[config.mk]
export PLATFORM = sky130hd
export DESIGN_NAME = decimal_ascii_sample_formatter
export DESIGN_NICKNAME = d
export VERILOG_FILES = /design/src/rtl/core/dasf_pkg.sv /design/src/rtl/core/dasf_dp.sv /design/src/rtl/core/dasf_ctrl.sv /design/src/rtl/core/decimal_ascii_sample_formatter.sv
export SDC_FILE = /design/constraint.sdc
export NUM_CORES = 1
export LEC_CHECK = 0
export BUFFER_PORTS_ARGS = -buffer_cell sky130_fd_sc_hd__buf_4
export CORE_MARGIN = 2
export CORE_UTILIZATION = 35
export CTS_CLUSTER_SIZE = 20
export DETAILED_ROUTE_END_ITERATION = 12
export SYNTH_ARGS = -nofsm -noshare
export SYNTH_HDL_FRONTEND = slang
export SYNTH_SLANG_ARGS = --single-unit
[constraint.sdc]
create_clock -name clock -period 10.7 [get_ports clock]
set_input_delay 2.14 -clock clock [delete_from_list [all_inputs] [get_ports clock]]
set_output_delay 2.14 -clock clock [all_outputs]
set_load 0.01 [all_outputs]
[src/rtl/core/dasf_pkg.sv]
// Shared types and constants for the decimal ASCII sample formatter.
package dasf_pkg;

   localparam int SampleWidth = 16;
   localparam int ByteWidth   = 8;
   localparam int MaxDigits   = 5;
   localparam int DigitIdxW   = $clog2(MaxDigits + 1);

   // Reciprocal of ten: (x * 52429) >> 19 equals x / 10 for any 16-bit x.
   localparam logic [16:0] RECIP_TEN = 17'd52429;
   localparam int RecipShift = 19;

   localparam logic [ByteWidth-1:0] ASCII_ZERO  = 8'h30;
   localparam logic [ByteWidth-1:0] ASCII_SPACE = 8'h20;
   localparam logic [ByteWidth-1:0] ASCII_CR    = 8'h0D;
   localparam logic [ByteWidth-1:0] ASCII_LF    = 8'h0A;

   localparam logic [ByteWidth-1:0] VALUES_PER_LINE_RESET = 8'd10;

   // Which character the datapath loads into the output register.
   typedef enum logic [1:0] {
      SEL_DIGIT = 2'd0,
      SEL_SPACE = 2'd1,
      SEL_CR    = 2'd2,
      SEL_LF    = 2'd3
   } byte_sel_type;

   // Commands from the controller to the datapath.
   typedef struct packed {
      logic         load;
      logic         divide;
      logic         emit;
      byte_sel_type sel;
      logic         emit_last;
   } dasf_cmd_type;

   // Status from the datapath to the controller.
   typedef struct packed {
      logic quot_zero;
      logic last_digit;
      logic line_break;
      logic out_free;
   } dasf_stat_type;

endpackage

[src/rtl/core/dasf_dp.sv]
// Datapath: digit split, digit store, line counter, config register and output register.
module dasf_dp (
   input  logic                     clock,
   input  logic                     reset,
   input  dasf_pkg::dasf_cmd_type   cmd,
   output dasf_pkg::dasf_stat_type  stat,
   input  logic [15:0]              req_sample_value,
   input  logic                     req_last_in_block,
   input  logic                     csr_write_enable,
   input  logic [7:0]               csr_write_data,
   input  logic                     rsp_ready,
   output logic                     rsp_valid,
   output logic [7:0]               rsp_out_byte,
   output logic                     rsp_last_of_run
);
   import dasf_pkg::*;

   logic [SampleWidth-1:0] value_ff, value_in;
   logic [3:0]             digit_ff [MaxDigits];
   logic [DigitIdxW-1:0]   wr_ptr_ff, wr_ptr_in;
   logic [DigitIdxW-1:0]   rd_idx_ff, rd_idx_in;
   logic                   brk_ff, brk_in;
   logic [ByteWidth-1:0]   pos_ff, pos_in;
   logic [ByteWidth-1:0]   vpl_ff, vpl_in;
   logic                   rsp_valid_ff, rsp_valid_in;
   logic [ByteWidth-1:0]   rsp_byte_ff, rsp_byte_in;
   logic                   rsp_last_ff, rsp_last_in;

   logic [SampleWidth+16:0] product;
   logic [SampleWidth-1:0]  quot;
   logic [SampleWidth-1:0]  rem_wide;
   logic [3:0]              digit;
   logic [ByteWidth-1:0]    next_pos;
   logic                    brk_now;
   logic                    out_free;

   // Divide by ten with a reciprocal multiply; the remainder is the next digit.
   assign product  = value_ff * RECIP_TEN;
   assign quot     = SampleWidth'(product >> RecipShift);
   assign rem_wide = value_ff - ((quot << 3) + (quot << 1));
   assign digit    = rem_wide[3:0];

   // Line break decision for the incoming transaction.
   assign next_pos = pos_ff + 8'd1;
   assign brk_now  = req_last_in_block || (next_pos == vpl_ff);

   // The output register may be loaded when empty or being drained.
   assign out_free = !rsp_valid_ff || rsp_ready;

   // Next state of the working registers.
   always_comb begin
      value_in  = value_ff;
      wr_ptr_in = wr_ptr_ff;
      rd_idx_in = rd_idx_ff;
      brk_in    = brk_ff;
      pos_in    = pos_ff;
      vpl_in    = csr_write_enable ? csr_write_data : vpl_ff;
      if (cmd.load) begin
         value_in  = req_sample_value;
         wr_ptr_in = '0;
         brk_in    = brk_now;
         pos_in    = brk_now ? 8'd0 : next_pos;
      end else if (cmd.divide) begin
         value_in  = quot;
         wr_ptr_in = wr_ptr_ff + 1'b1;
         rd_idx_in = wr_ptr_ff;
      end else if (cmd.emit && (cmd.sel == SEL_DIGIT) && (rd_idx_ff != '0)) begin
         rd_idx_in = rd_idx_ff - 1'b1;
      end
   end

   // Output register next state.
   always_comb begin
      rsp_valid_in = rsp_valid_ff && !rsp_ready;
      rsp_byte_in  = rsp_byte_ff;
      rsp_last_in  = rsp_last_ff;
      if (cmd.emit) begin
         rsp_valid_in = 1'b1;
         rsp_last_in  = cmd.emit_last;
         case (cmd.sel)
            SEL_DIGIT: rsp_byte_in = ASCII_ZERO + {4'd0, digit_ff[rd_idx_ff]};
            SEL_SPACE: rsp_byte_in = ASCII_SPACE;
            SEL_CR:    rsp_byte_in = ASCII_CR;
            SEL_LF:    rsp_byte_in = ASCII_LF;
            default:   rsp_byte_in = ASCII_SPACE;
         endcase
      end
   end

   // Control registers.
   always_ff @(posedge clock) begin
      if (reset) begin
         pos_ff       <= '0;
         vpl_ff       <= VALUES_PER_LINE_RESET;
         rsp_valid_ff <= 1'b0;
      end else begin
         pos_ff       <= pos_in;
         vpl_ff       <= vpl_in;
         rsp_valid_ff <= rsp_valid_in;
      end
   end

   // Payload registers.
   always_ff @(posedge clock) begin
      value_ff    <= value_in;
      wr_ptr_ff   <= wr_ptr_in;
      rd_idx_ff   <= rd_idx_in;
      brk_ff      <= brk_in;
      rsp_byte_ff <= rsp_byte_in;
      rsp_last_ff <= rsp_last_in;
   end

   // Digit store, written least significant digit first.
   always_ff @(posedge clock) begin
      if (cmd.divide) begin
         digit_ff[wr_ptr_ff] <= digit;
      end
   end

   assign stat.quot_zero  = (quot == '0);
   assign stat.last_digit = (rd_idx_ff == '0);
   assign stat.line_break = brk_ff;
   assign stat.out_free   = out_free;

   assign rsp_valid       = rsp_valid_ff;
   assign rsp_out_byte    = rsp_byte_ff;
   assign rsp_last_of_run = rsp_last_ff;

endmodule

[src/rtl/core/dasf_ctrl.sv]
// Controller: sequences the digit split and the byte emission for one transaction.
module dasf_ctrl (
   input  logic                     clock,
   input  logic                     reset,
   input  logic                     req_valid,
   output logic                     req_ready,
   input  dasf_pkg::dasf_stat_type  stat,
   output dasf_pkg::dasf_cmd_type   cmd
);
   import dasf_pkg::*;

   typedef enum logic [5:0] {
      ST_IDLE   = 6'b000001,
      ST_DIVIDE = 6'b000010,
      ST_DIGIT  = 6'b000100,
      ST_SPACE  = 6'b001000,
      ST_CR     = 6'b010000,
      ST_LF     = 6'b100000
   } state_type;

   state_type state_ff, state_in;

   // Next state and commands.
   always_comb begin
      state_in      = state_ff;
      cmd.load      = 1'b0;
      cmd.divide    = 1'b0;
      cmd.emit      = 1'b0;
      cmd.sel       = SEL_DIGIT;
      cmd.emit_last = 1'b0;
      req_ready     = 1'b0;
      case (state_ff)
         ST_IDLE: begin
            req_ready = 1'b1;
            if (req_valid) begin
               cmd.load = 1'b1;
               state_in = ST_DIVIDE;
            end
         end
         ST_DIVIDE: begin
            cmd.divide = 1'b1;
            if (stat.quot_zero) begin
               state_in = ST_DIGIT;
            end
         end
         ST_DIGIT: begin
            cmd.sel = SEL_DIGIT;
            if (stat.out_free) begin
               cmd.emit = 1'b1;
               if (stat.last_digit) begin
                  state_in = ST_SPACE;
               end
            end
         end
         ST_SPACE: begin
            cmd.sel       = SEL_SPACE;
            cmd.emit_last = !stat.line_break;
            if (stat.out_free) begin
               cmd.emit = 1'b1;
               state_in = stat.line_break ? ST_CR : ST_IDLE;
            end
         end
         ST_CR: begin
            cmd.sel = SEL_CR;
            if (stat.out_free) begin
               cmd.emit = 1'b1;
               state_in = ST_LF;
            end
         end
         ST_LF: begin
            cmd.sel       = SEL_LF;
            cmd.emit_last = 1'b1;
            if (stat.out_free) begin
               cmd.emit = 1'b1;
               state_in = ST_IDLE;
            end
         end
         default: begin
            state_in = ST_IDLE;
         end
      endcase
   end

   // State register.
   always_ff @(posedge clock) begin
      if (reset) begin
         state_ff <= ST_IDLE;
      end else begin
         state_ff <= state_in;
      end
   end

endmodule

[src/rtl/core/decimal_ascii_sample_formatter.sv]
// Decimal ASCII sample formatter: turns 16-bit samples into runs of ASCII bytes.
//
// Input channel (req_): one transaction carries an unsigned 16-bit sample and a
// flag that marks the last sample of a block. Output channel (rsp_): one
// transaction per ASCII byte; the decimal digits without leading zeros, a space,
// and CR LF when the line is full or the block ends. rsp_last_of_run marks the
// final byte of each sample's run.
// The CSR port writes values_per_line (reset 10) with no wait state; write it
// only while the block is idle.
// Timing: a sample is taken while the sequencer is idle, then split into digits
// at one digit per cycle by the reciprocal multiplier, then bytes leave the
// output register one per cycle while the receiver is ready. The next sample is
// taken once the last byte of the run sits in the output register.
// Reset clears the state machine, the line position and the output register and
// loads values_per_line with 10. When the receiver stalls, the held byte stays
// on rsp_ and the sequencer waits; no byte is lost.
module decimal_ascii_sample_formatter (
   input  logic        clock,
   input  logic        reset,
   input  logic        req_valid,
   output logic        req_ready,
   input  logic [15:0] req_sample_value,
   input  logic        req_last_in_block,
   output logic        rsp_valid,
   input  logic        rsp_ready,
   output logic [7:0]  rsp_out_byte,
   output logic        rsp_last_of_run,
   input  logic        csr_write_enable,
   input  logic [7:0]  csr_write_data
);
   import dasf_pkg::*;

   dasf_cmd_type  cmd;
   dasf_stat_type stat;

   // Sequencer.
   dasf_ctrl u_ctrl (
      .clock     (clock),
      .reset     (reset),
      .req_valid (req_valid),
      .req_ready (req_ready),
      .stat      (stat),
      .cmd       (cmd)
   );

   // Datapath.
   dasf_dp u_dp (
      .clock             (clock),
      .reset             (reset),
      .cmd               (cmd),
      .stat              (stat),
      .req_sample_value  (req_sample_value),
      .req_last_in_block (req_last_in_block),
      .csr_write_enable  (csr_write_enable),
      .csr_write_data    (csr_write_data),
      .rsp_ready         (rsp_ready),
      .rsp_valid         (rsp_valid),
      .rsp_out_byte      (rsp_out_byte),
      .rsp_last_of_run   (rsp_last_of_run)
   );

   // A taken sample keeps the input closed for at least the next cycle.
   a_busy_after_accept: assert property (@(posedge clock) disable iff (reset)
      req_valid && req_ready |=> !req_ready)
      else $error("input accepted again right after a transaction");

   // A run always ends on a space or a line feed.
   a_run_end_byte: assert property (@(posedge clock) disable iff (reset)
      rsp_valid && rsp_last_of_run |->
         (rsp_out_byte == ASCII_SPACE) || (rsp_out_byte == ASCII_LF))
      else $error("run ended on an unexpected byte");

   // A line feed is always the final byte of its run.
   a_lf_is_last: assert property (@(posedge clock) disable iff (reset)
      rsp_valid && (rsp_out_byte == ASCII_LF) |-> rsp_last_of_run)
      else $error("line feed not marked as end of run");

endmodule
Word-level counts from Yosys, hierarchy flattened
Memories as Yosys holds them, arrays and structs flattened. A register that Yosys moved wholly into a read port is not among the register bits.
Cells that the tools add are included.
{"block": "totals", "mem_count": 1, "ramBits": 20, "elab_cells": 78, "output_inout_bits": 11, "input_bits": 30, "register_bits": 55}
{"block": "classes", "addsub": 6, "n_reduce_logical": 16, "n_mul": 1, "mux": 26, "n_bitwise": 1, "n_eq_ne": 17}
{"memory": "u_dp.digit_ff", "words": 5, "width": 4, "read_ports": 1, "rd_clocked_by_memory_dff": 1, "write_ports": 1, "line_no": "dasf_dp.sv:19", "text": "logic [3:0] digit_ff [MaxDigits];"}
{"operator": "$mux W6", "count": 7}
{"operator": "$pmux W6 S6", "count": 1}
{"operator": "$mul A16 B16 Y32 const B", "count": 1}
{"operator": "$mux W16", "count": 2}
{"operator": "$pmux W8 S4", "count": 1}
{"operator": "$logic_not A16 Y1", "count": 1}
{"operator": "$pmux W3 S4", "count": 1}
{"operator": "$mux W3", "count": 3}
{"operator": "$add A8 B1 Y8 const B", "count": 1}
{"operator": "$eq A8 B8 Y1", "count": 1}
{"operator": "$mux W1", "count": 8}
{"operator": "$mux W8", "count": 1}
{"operator": "$ne A2 B1 Y1 const B", "count": 4}
{"operator": "$add A6 B4 Y7 const A", "count": 1}
{"operator": "$reduce_and A7 Y1", "count": 1}
{"operator": "$eq A6 B1 Y1 const B", "count": 1}
{"operator": "$eq A6 B2 Y1 const B", "count": 1}
{"operator": "$eq A6 B3 Y1 const B", "count": 1}
{"operator": "$eq A6 B4 Y1 const B", "count": 1}
{"operator": "$eq A6 B5 Y1 const B", "count": 1}
{"operator": "$eq A6 B6 Y1 const B", "count": 1}
{"operator": "$ne A2 B2 Y1 const B", "count": 3}
{"operator": "$mux W5", "count": 1}
{"operator": "$add A4 B4 Y4", "count": 1}
{"operator": "15 further kinds", "count": 22}

Logic depth before layout (Yosys ltp)
Gate-level depths: netlist of the first run.
{"block": "depth", "depth_word": 10, "mapped_depth": 23, "depth_no_buf": 22}

Cells and area by module
From an unflattened synthesis of the first run, not the netlist that was laid out.
{"block": "unflattened", "cells_unflattened": 852, "hier_area_um2": 8478.1}
{"mod": "dasf_dp", "area_each_um2": 7906.3, "instances": 1, "cells_each": 791, "seq_area_each_um2": 1871.8}
{"mod": "dasf_ctrl", "area_each_um2": 571.8, "instances": 1, "cells_each": 61, "seq_area_each_um2": 120.1}

Least setup slack after synthesis of the first run
Ideal clock, no wire load.
{"block": "synth_path", "kind": "reg2reg", "start": "register u_dp.value_ff[3]", "end": "register u_ctrl.state_ff[3]", "required_ns": 10.577, "setup_slack_ns": 4.525, "path_stages_with_launch": 21, "n_path_buf": 0, "arrival_time_ns": 6.052, "setup_ns": 0.123, "period_less_slack_ns": 6.175, "path_cell_list": "edfxtp_1 > ha_1 > inv_1 > fa_1 > inv_1 > fa_1 > fa_1 > fa_1 > inv_1 > fa_1 > inv_1 > ha_1 > nand4_1 > nor3_1 > o2111ai_1 > nand3_2 > xor2_1 > or4_4 > nor4b_4 > a32oi_2 > mux2_1"}
{"block": "synth_via", "elab_chain_cells": 4}
{"item": "from (decl)", "line_no": "dasf_dp.sv:18", "text": "logic [SampleWidth-1:0] value_ff, value_in;"}
{"item": "from (signal assigned)", "line_no": "dasf_dp.sv:105", "text": "value_ff <= value_in;"}
{"item": "$mul A16 B16 Y32", "line_no": "dasf_dp.sv:38", "text": "assign product = value_ff * RECIP_TEN;"}
{"item": "$logic_not A16 Y1", "line_no": "dasf_dp.sv:120", "text": "assign stat.quot_zero = (quot == '0);"}
{"item": "$ne A2 B2 Y1 (no source line)"}
{"item": "$reduce_and A7 Y1 (no source line)"}
{"item": "to (signal assigned)", "line_no": "dasf_ctrl.sv:89", "text": "state_ff <= state_in;"}
{"item": "to (decl)", "line_no": "dasf_ctrl.sv:21", "text": "state_type state_ff, state_in;"}
No other way between the ends.
A chain may end at the register's enable or synchronous reset.

Worst setup path in the final report of the first run
{"block": "layout_path", "start": "register u_dp.value_ff[4]", "end": "register u_ctrl.state_ff[5]"}
Same word-level chain as after synthesis.

==> results of run 1 <==
-- routing by layer --
layer	wire, um	GRT usage [%]
met1	9620	22.8
met2	9560	27.4
met3	755	2.16
met4	495	5.21
met5	0	0
-- flip-flops by register name (all words and copies together), names as in the netlist, 3 cells and up, named ones only --
signal             count
u_ctrl.state_ff        6
u_dp.digit_ff         20
u_dp.pos_ff            8
u_dp.rd_idx_ff         3
u_dp.rsp_out_byte      6
u_dp.value_ff         16
u_dp.vpl_ff            8
u_dp.wr_ptr_ff         3
-- stage by stage --
stage	hold slack (ps)	area, um^2	setup WS (ps)
floorplan	461	8460	4530
global placement	490	9000	4060
detailed placement	498	9000	4040
CTS	516	9350	4000
global route	534	9350	3620
finish	514	9350	4010
-- kinds of logic after synthesis --
logic type      synth area share, %
compound gates                 9.38
xor+xnor                       4.04
fa+ha+maj                      39.2
buf+inv                        9.55
flops                          23.6
mux                            3.66
other cells                  0.0444
simple gates                   10.6
-- how the worst min path moves through the flow --
stage | startpoint | end | slack (ps) | depth (start not counted)
after global routing | u_dp.rd_idx_ff[1] | flip-flop | 530 | 1
after floorplan | u_dp.vpl_ff[1] | u_dp.vpl_ff[1] | 460 | 2
after CTS | u_dp.rd_idx_ff[1] | flip-flop | 520 | 1
after global placement | u_dp.pos_ff[7] | u_dp.pos_ff[7] | 490 | 2
after detailed placement | u_dp.rd_idx_ff[1] | flip-flop | 500 | 1
final | u_dp.rsp_valid | u_dp.rsp_valid | 510 | 2
-- critical path: stages (launching register included) --
cell and delay, ps:
edfxtp_1 510, ha_1 440, inv_1 90, fa_1 510, fa_1 520, fa_1 520
fa_1 560, inv_1 60, fa_1 470, ha_1 440, nand4_1 240, nor3_1 370
o2111ai_1 190, nand3_2 130, xor2_1 90, or4_4 540, nor4b_4 290, a32oi_2 230
mux2_1 350
-- Yosys cell counts (9+ instances only) --
| master | instances |
|---|---|
| inv_1 | 177 |
| ha_1 | 137 |
| fa_1 | 80 |
| nand2_1 | 60 |
| edfxtp_1 | 47 |
| a21oi_1 | 46 |
| nor2_1 | 41 |
| dfxtp_1 | 29 |
| o21ai_0 | 26 |
| xnor2_1 | 23 |
| xor2_1 | 16 |
| clkbuf_1 | 15 |
| mux2i_1 | 14 |
| nand3_1 | 14 |
| and3_1 | 12 |
| nor3_1 | 9 |
-- cell type report --
class                           count  area [um^2]
Fill cell                        2348        14300
Multi-Input combinational cell    586         5660
Sequential cell                    76         1990
Inverter                          178          668
Tap cell                          319          399
Timing Repair Buffer               38          285
Clock buffer                        9          225
Clock inverter                      7          119
==> results.md, run 1 <==
- Type of the tightest min-delay check: reg2reg
- Die width: 159 um
- Total number of vias: roughly 6000
- Hold Vio Cnt, Final: 0
- 1st-iter DRT viols: 317
- Routed WL per cell: 16.8 um
- CTS Root Cell: clkbuf_16
- Worst reg2reg setup slack: 4010 ps
- Synth warn: 0
- Max_cap viols: 0
- Clk_skew: about 8.7 ps
- Final setup fails: 0
- Setup TNS: 0 ps
- Antenna violations before repair: 0
- Crit Path Max Fanout: 9
- Clk sinks: 76
- Vias in the first global route: around 6200
- Setup bufs post-CTS: 0
- Reg2reg start: u_dp.value_ff[4]
- Ys async rst share: 0%
- Starting Density: between 30% and 40%
- Worst Tran Pin Value: between 1000 and 1500 ps
- RD Place Congestion: between 0.9 and 1
- Detailed Routing Iterations Pass 1: 5
- PortBufs: 38
- H-tree Lvls: 3
- R2R Path End: u_ctrl.state_ff[5]
- FF+latch count, synth: 76
- Synth area leader: ha_1
- Fin util: between 30% and 40%
- Crit end category: flip-flop
- Cell Area, Synth: 8450 um^2
- Share of layout cells above drive strength 1: 8.50%
- Post-synth top area share: 20.3%
- Die area: 25400 um^2
- Top FF cell, synth: edfxtp_1
- Drt total wl: 20400 um
- Slew Limit Fails: 0
- Sequential area share after synthesis: 23.6%
- Gate Count Post-Synth: 866
- CTS-repair resized insts: 0
- Outcome: complete, no violations
- CTS Hold Buffers Added: 0
- FF-to-FF path depth: 18
- Post-layout min period: 6690 ps
- Commonest cells after routing, fill and taps aside: inv_1, ha_1, fa_1
- WP data arrival: 6910 ps
- Drt via density: 4.97
- WS Path Type: reg2reg
- Worst Setup SP: u_dp.value_ff[4]
- Worst-path clk slew: 70 ps
- GRT Residual Overflow: 0
- Clk Latency, worst-skew pair: 340 ps
- Placed cells: 1197
- Post-route ant nets: 0
- Rel. slew slack: 29.4%
- Termination of the worst setup path: u_ctrl.state_ff[5]
- Area growth from synthesis to layout: 10.6%
- RSZ-0062 raised after global routing: false
- Rows: 56
- Most common cell after layout, fill and taps aside: inv_1
- Placeable Area: 23600 um^2
- Ranking of synthesized cells by area: ha_1, fa_1, edfxtp_1
- CTS tree: yes
- N_diodes: 0
- Die height: 159 um
- CP startpoint kind: flip-flop
- CTS max path bufs: 2
- Cts bufs inserted: 9
- GRT Total Usage: ~17%
- Number of nets in the layout: roughly 1100
- EDFF count, synth: 47
- Fmax: roughly 0.15 GHz
- Distinct cells, synth: 65
- Ports: 41
- Number of remaining DRC errors: 0
- CP Data Required Time: 10920 ps
- First-pass GRT wire length: 33300 um
- Mapped Avg Cell Area: around 10 um^2
- Fin cells: 1213
- Largest net degree at the start of global routing: 27
- Crit share post-route: 62.5%
- DP Wirelength: 17100 um
Power of run 1 is left out: the tool's default activity adds up to more than one toggle a clock period on the data nets, which glitch-free logic cannot reach.
==> run 2, diff against run 1 <==
- clock period: 10.7 -> 5.65 ns (I/O delays scaled with it)
==> results.md, run 2 (same netlist as run 1, synthesis figures left out) <==
- Outcome: finished, violations left
- Failing checks: setup timing
- CTS Root Cell: clkbuf_16
- Largest registers: u_dp.digit_ff x20, u_dp.value_ff x16
- FF-to-FF path depth: 21 (+3)
- WP data arrival: 6370 ps (-540 ps)
- Cts bufs inserted: 9 (unchanged)
- Type of the tightest min-delay check: reg2reg
- Die height: 159 um (unchanged)
- N_diodes: 0 (unchanged)
- DP Wirelength: 18100 um (+5.6%)
- Final worst setup slack: -491 ps (-4500 ps)
- Die area: 25400 um^2 (unchanged)
- Detailed Routing Iterations Pass 1: 4 (-1)
- CTS Hold Buffers Added: 0 (unchanged)
- Max reg flops: 20 (unchanged)
- GRT Total Usage: 17.7% (+1.1 points)
- Largest reg by FF count: u_dp.digit_ff
- Number of remaining DRC errors: 0 (unchanged)
- Vias in the first global route: 6813 (+9.4%)
- Starting Density: 35.8% (unchanged)
- Routed wire length on met2: 10600 um (+11%)
- Worst-path clk slew: 70 ps (about the same)
- RD Place Congestion: 0.939 (+2.8%)
- Antenna violations before repair: 0 (unchanged)
- Clk sinks: 76 (unchanged)
- Number of nets in the layout: 1269 (+12%)
- Commonest cells after routing, fill and taps aside: inv_1, buf_4, ha_1
- Most common cell after layout, fill and taps aside: inv_1
- Met1 Wirelength: 9990 um (+3.9%)
- CTS tree: yes
- Crit share post-route: 109% (+46 points)
- Worst Tran Pin Value: 1150 ps (+103 ps)
- Crit end category: flip-flop
- Hold Vio Cnt, Final: 0 (unchanged)
- Fmax: 0.163 GHz (+8.9%)
- Length of routed met3 wiring: 693 um (-8.2%)
- Rel. slew slack: 22.5% (-6.9 points)
- Area growth from synthesis to layout: 28.9%
- Ports: 41 (unchanged)
- Placeable Area: 23600 um^2 (unchanged)
- GRT Residual Overflow: 0 (unchanged)
- RSZ-0062 raised after global routing: true
- Final setup fails: 12 (+12)
- WS Path Type: reg2reg
- Crit Path Max Fanout: 4 (-5)
- Total number of vias: 6473 (+7.5%)
- Drt via density: 4.81 (-3.1%)
- CTS max path bufs: 2 (unchanged)
- Slew Limit Fails: 0 (unchanged)
- CP startpoint kind: flip-flop
- Worst reg2reg setup slack: -490 ps (-4500 ps)
- Share of layout cells above drive strength 1: 26.6% (+18 points)
- Drt total wl: 21800 um (+6.5%)
- CP Data Required Time: 5870 ps (-5050 ps)
- Max_cap viols: 0 (unchanged)
- Largest net degree at the start of global routing: 27 (unchanged)
- Routed WL per cell: 16.2 um (-4.0%)
- DR top layer: met4
- Post-route ant nets: 0 (unchanged)
- Post-layout min period: 6140 ps (-549 ps)
- H-tree Lvls: 3 (unchanged)
- Die width: 159 um (unchanged)
- Hold depth: 1 (-1)
- Rows: 56 (unchanged)
- 1st-iter DRT viols: 289 (-8.8%)
- Pre-CTS setup slack: -584 ps (-4620 ps)
- Clk_skew: 7.91 ps (-0.786 ps)
- First-pass GRT wire length: 35500 um (+6.7%)
- Clk Latency, worst-skew pair: 340 ps (about the same)
- PortBufs: 38 (unchanged)
run 2: worst paths after layout:
check	start	end
worst max-delay path	u_dp.value_ff[2]	u_ctrl.state_ff[3]
worst max register to register	u_dp.value_ff[2]	u_ctrl.state_ff[3]
worst min register to register	u_dp.rd_idx_ff[1]	flip-flop
worst min-delay path	u_dp.rd_idx_ff[1]	flip-flop
run 2: area by class of cell:
type / instances / area, um^2
well taps: 319 / 399
flip-flops and latches: 76 / 1990
clock inverters: 7 / 120
multi-input cells: 586 / 6190
clock buffers: 9 / 225
repair buffers: 171 / 1300
fillers: 2226 / 12700
inverters: 178 / 674
run 2: critical path, cell delays in order, from the launching register on:
cell and delay (ps):
edfxtp_1 500, ha_4 330, inv_2 40, fa_1 530, inv_1 50, fa_1 540, fa_1 460, fa_1 490
inv_1 50, fa_1 490, inv_2 50, ha_4 270, nand4_1 140, buf_4 190, nor3_4 160, o2111ai_2 150
nand3_2 140, xor2_2 90, or4_4 530, nor4b_4 300, a32oi_4 190, mux2_1 350
run 2: metal layers:
| metal | global-route usage (%) | vias to the layer above |
|---|---|---|
| met3 | 1.90 | 27 |
| met1 | 23.7 | 3144 |
| met5 | 0 | - |
| li1 | - | 3197 |
| met4 | 3.97 | 0 |
| met2 | 30.9 | 105 |
run 2: metrics by stage:
stage | utilization (%) | instance area (um^2) | TNS, ps | instances | hold WS, ps
4_1_cts | 45.0 | 10600 | -3500 | 1341 | 505
2_1_floorplan | - | 8600 | -170 | 867 | 461
5_1_grt | 46.2 | 10900 | -7320 | 1346 | 534
3_3_place_gp | 42.3 | 9990 | -5380 | 1310 | 486
6_report | 46.2 | 10900 | -3490 | 1346 | 502
3_5_place_dp | 42.3 | 9990 | -6070 | 1310 | 491
run 2: repair_timing:
action                     4_1_cts  5_1_grt
resized for setup               23       50
setup buffers                   15        7
setup endpoints to repair       26       29
pin swaps                       14       18
Power of run 2 is left out for the same reason.
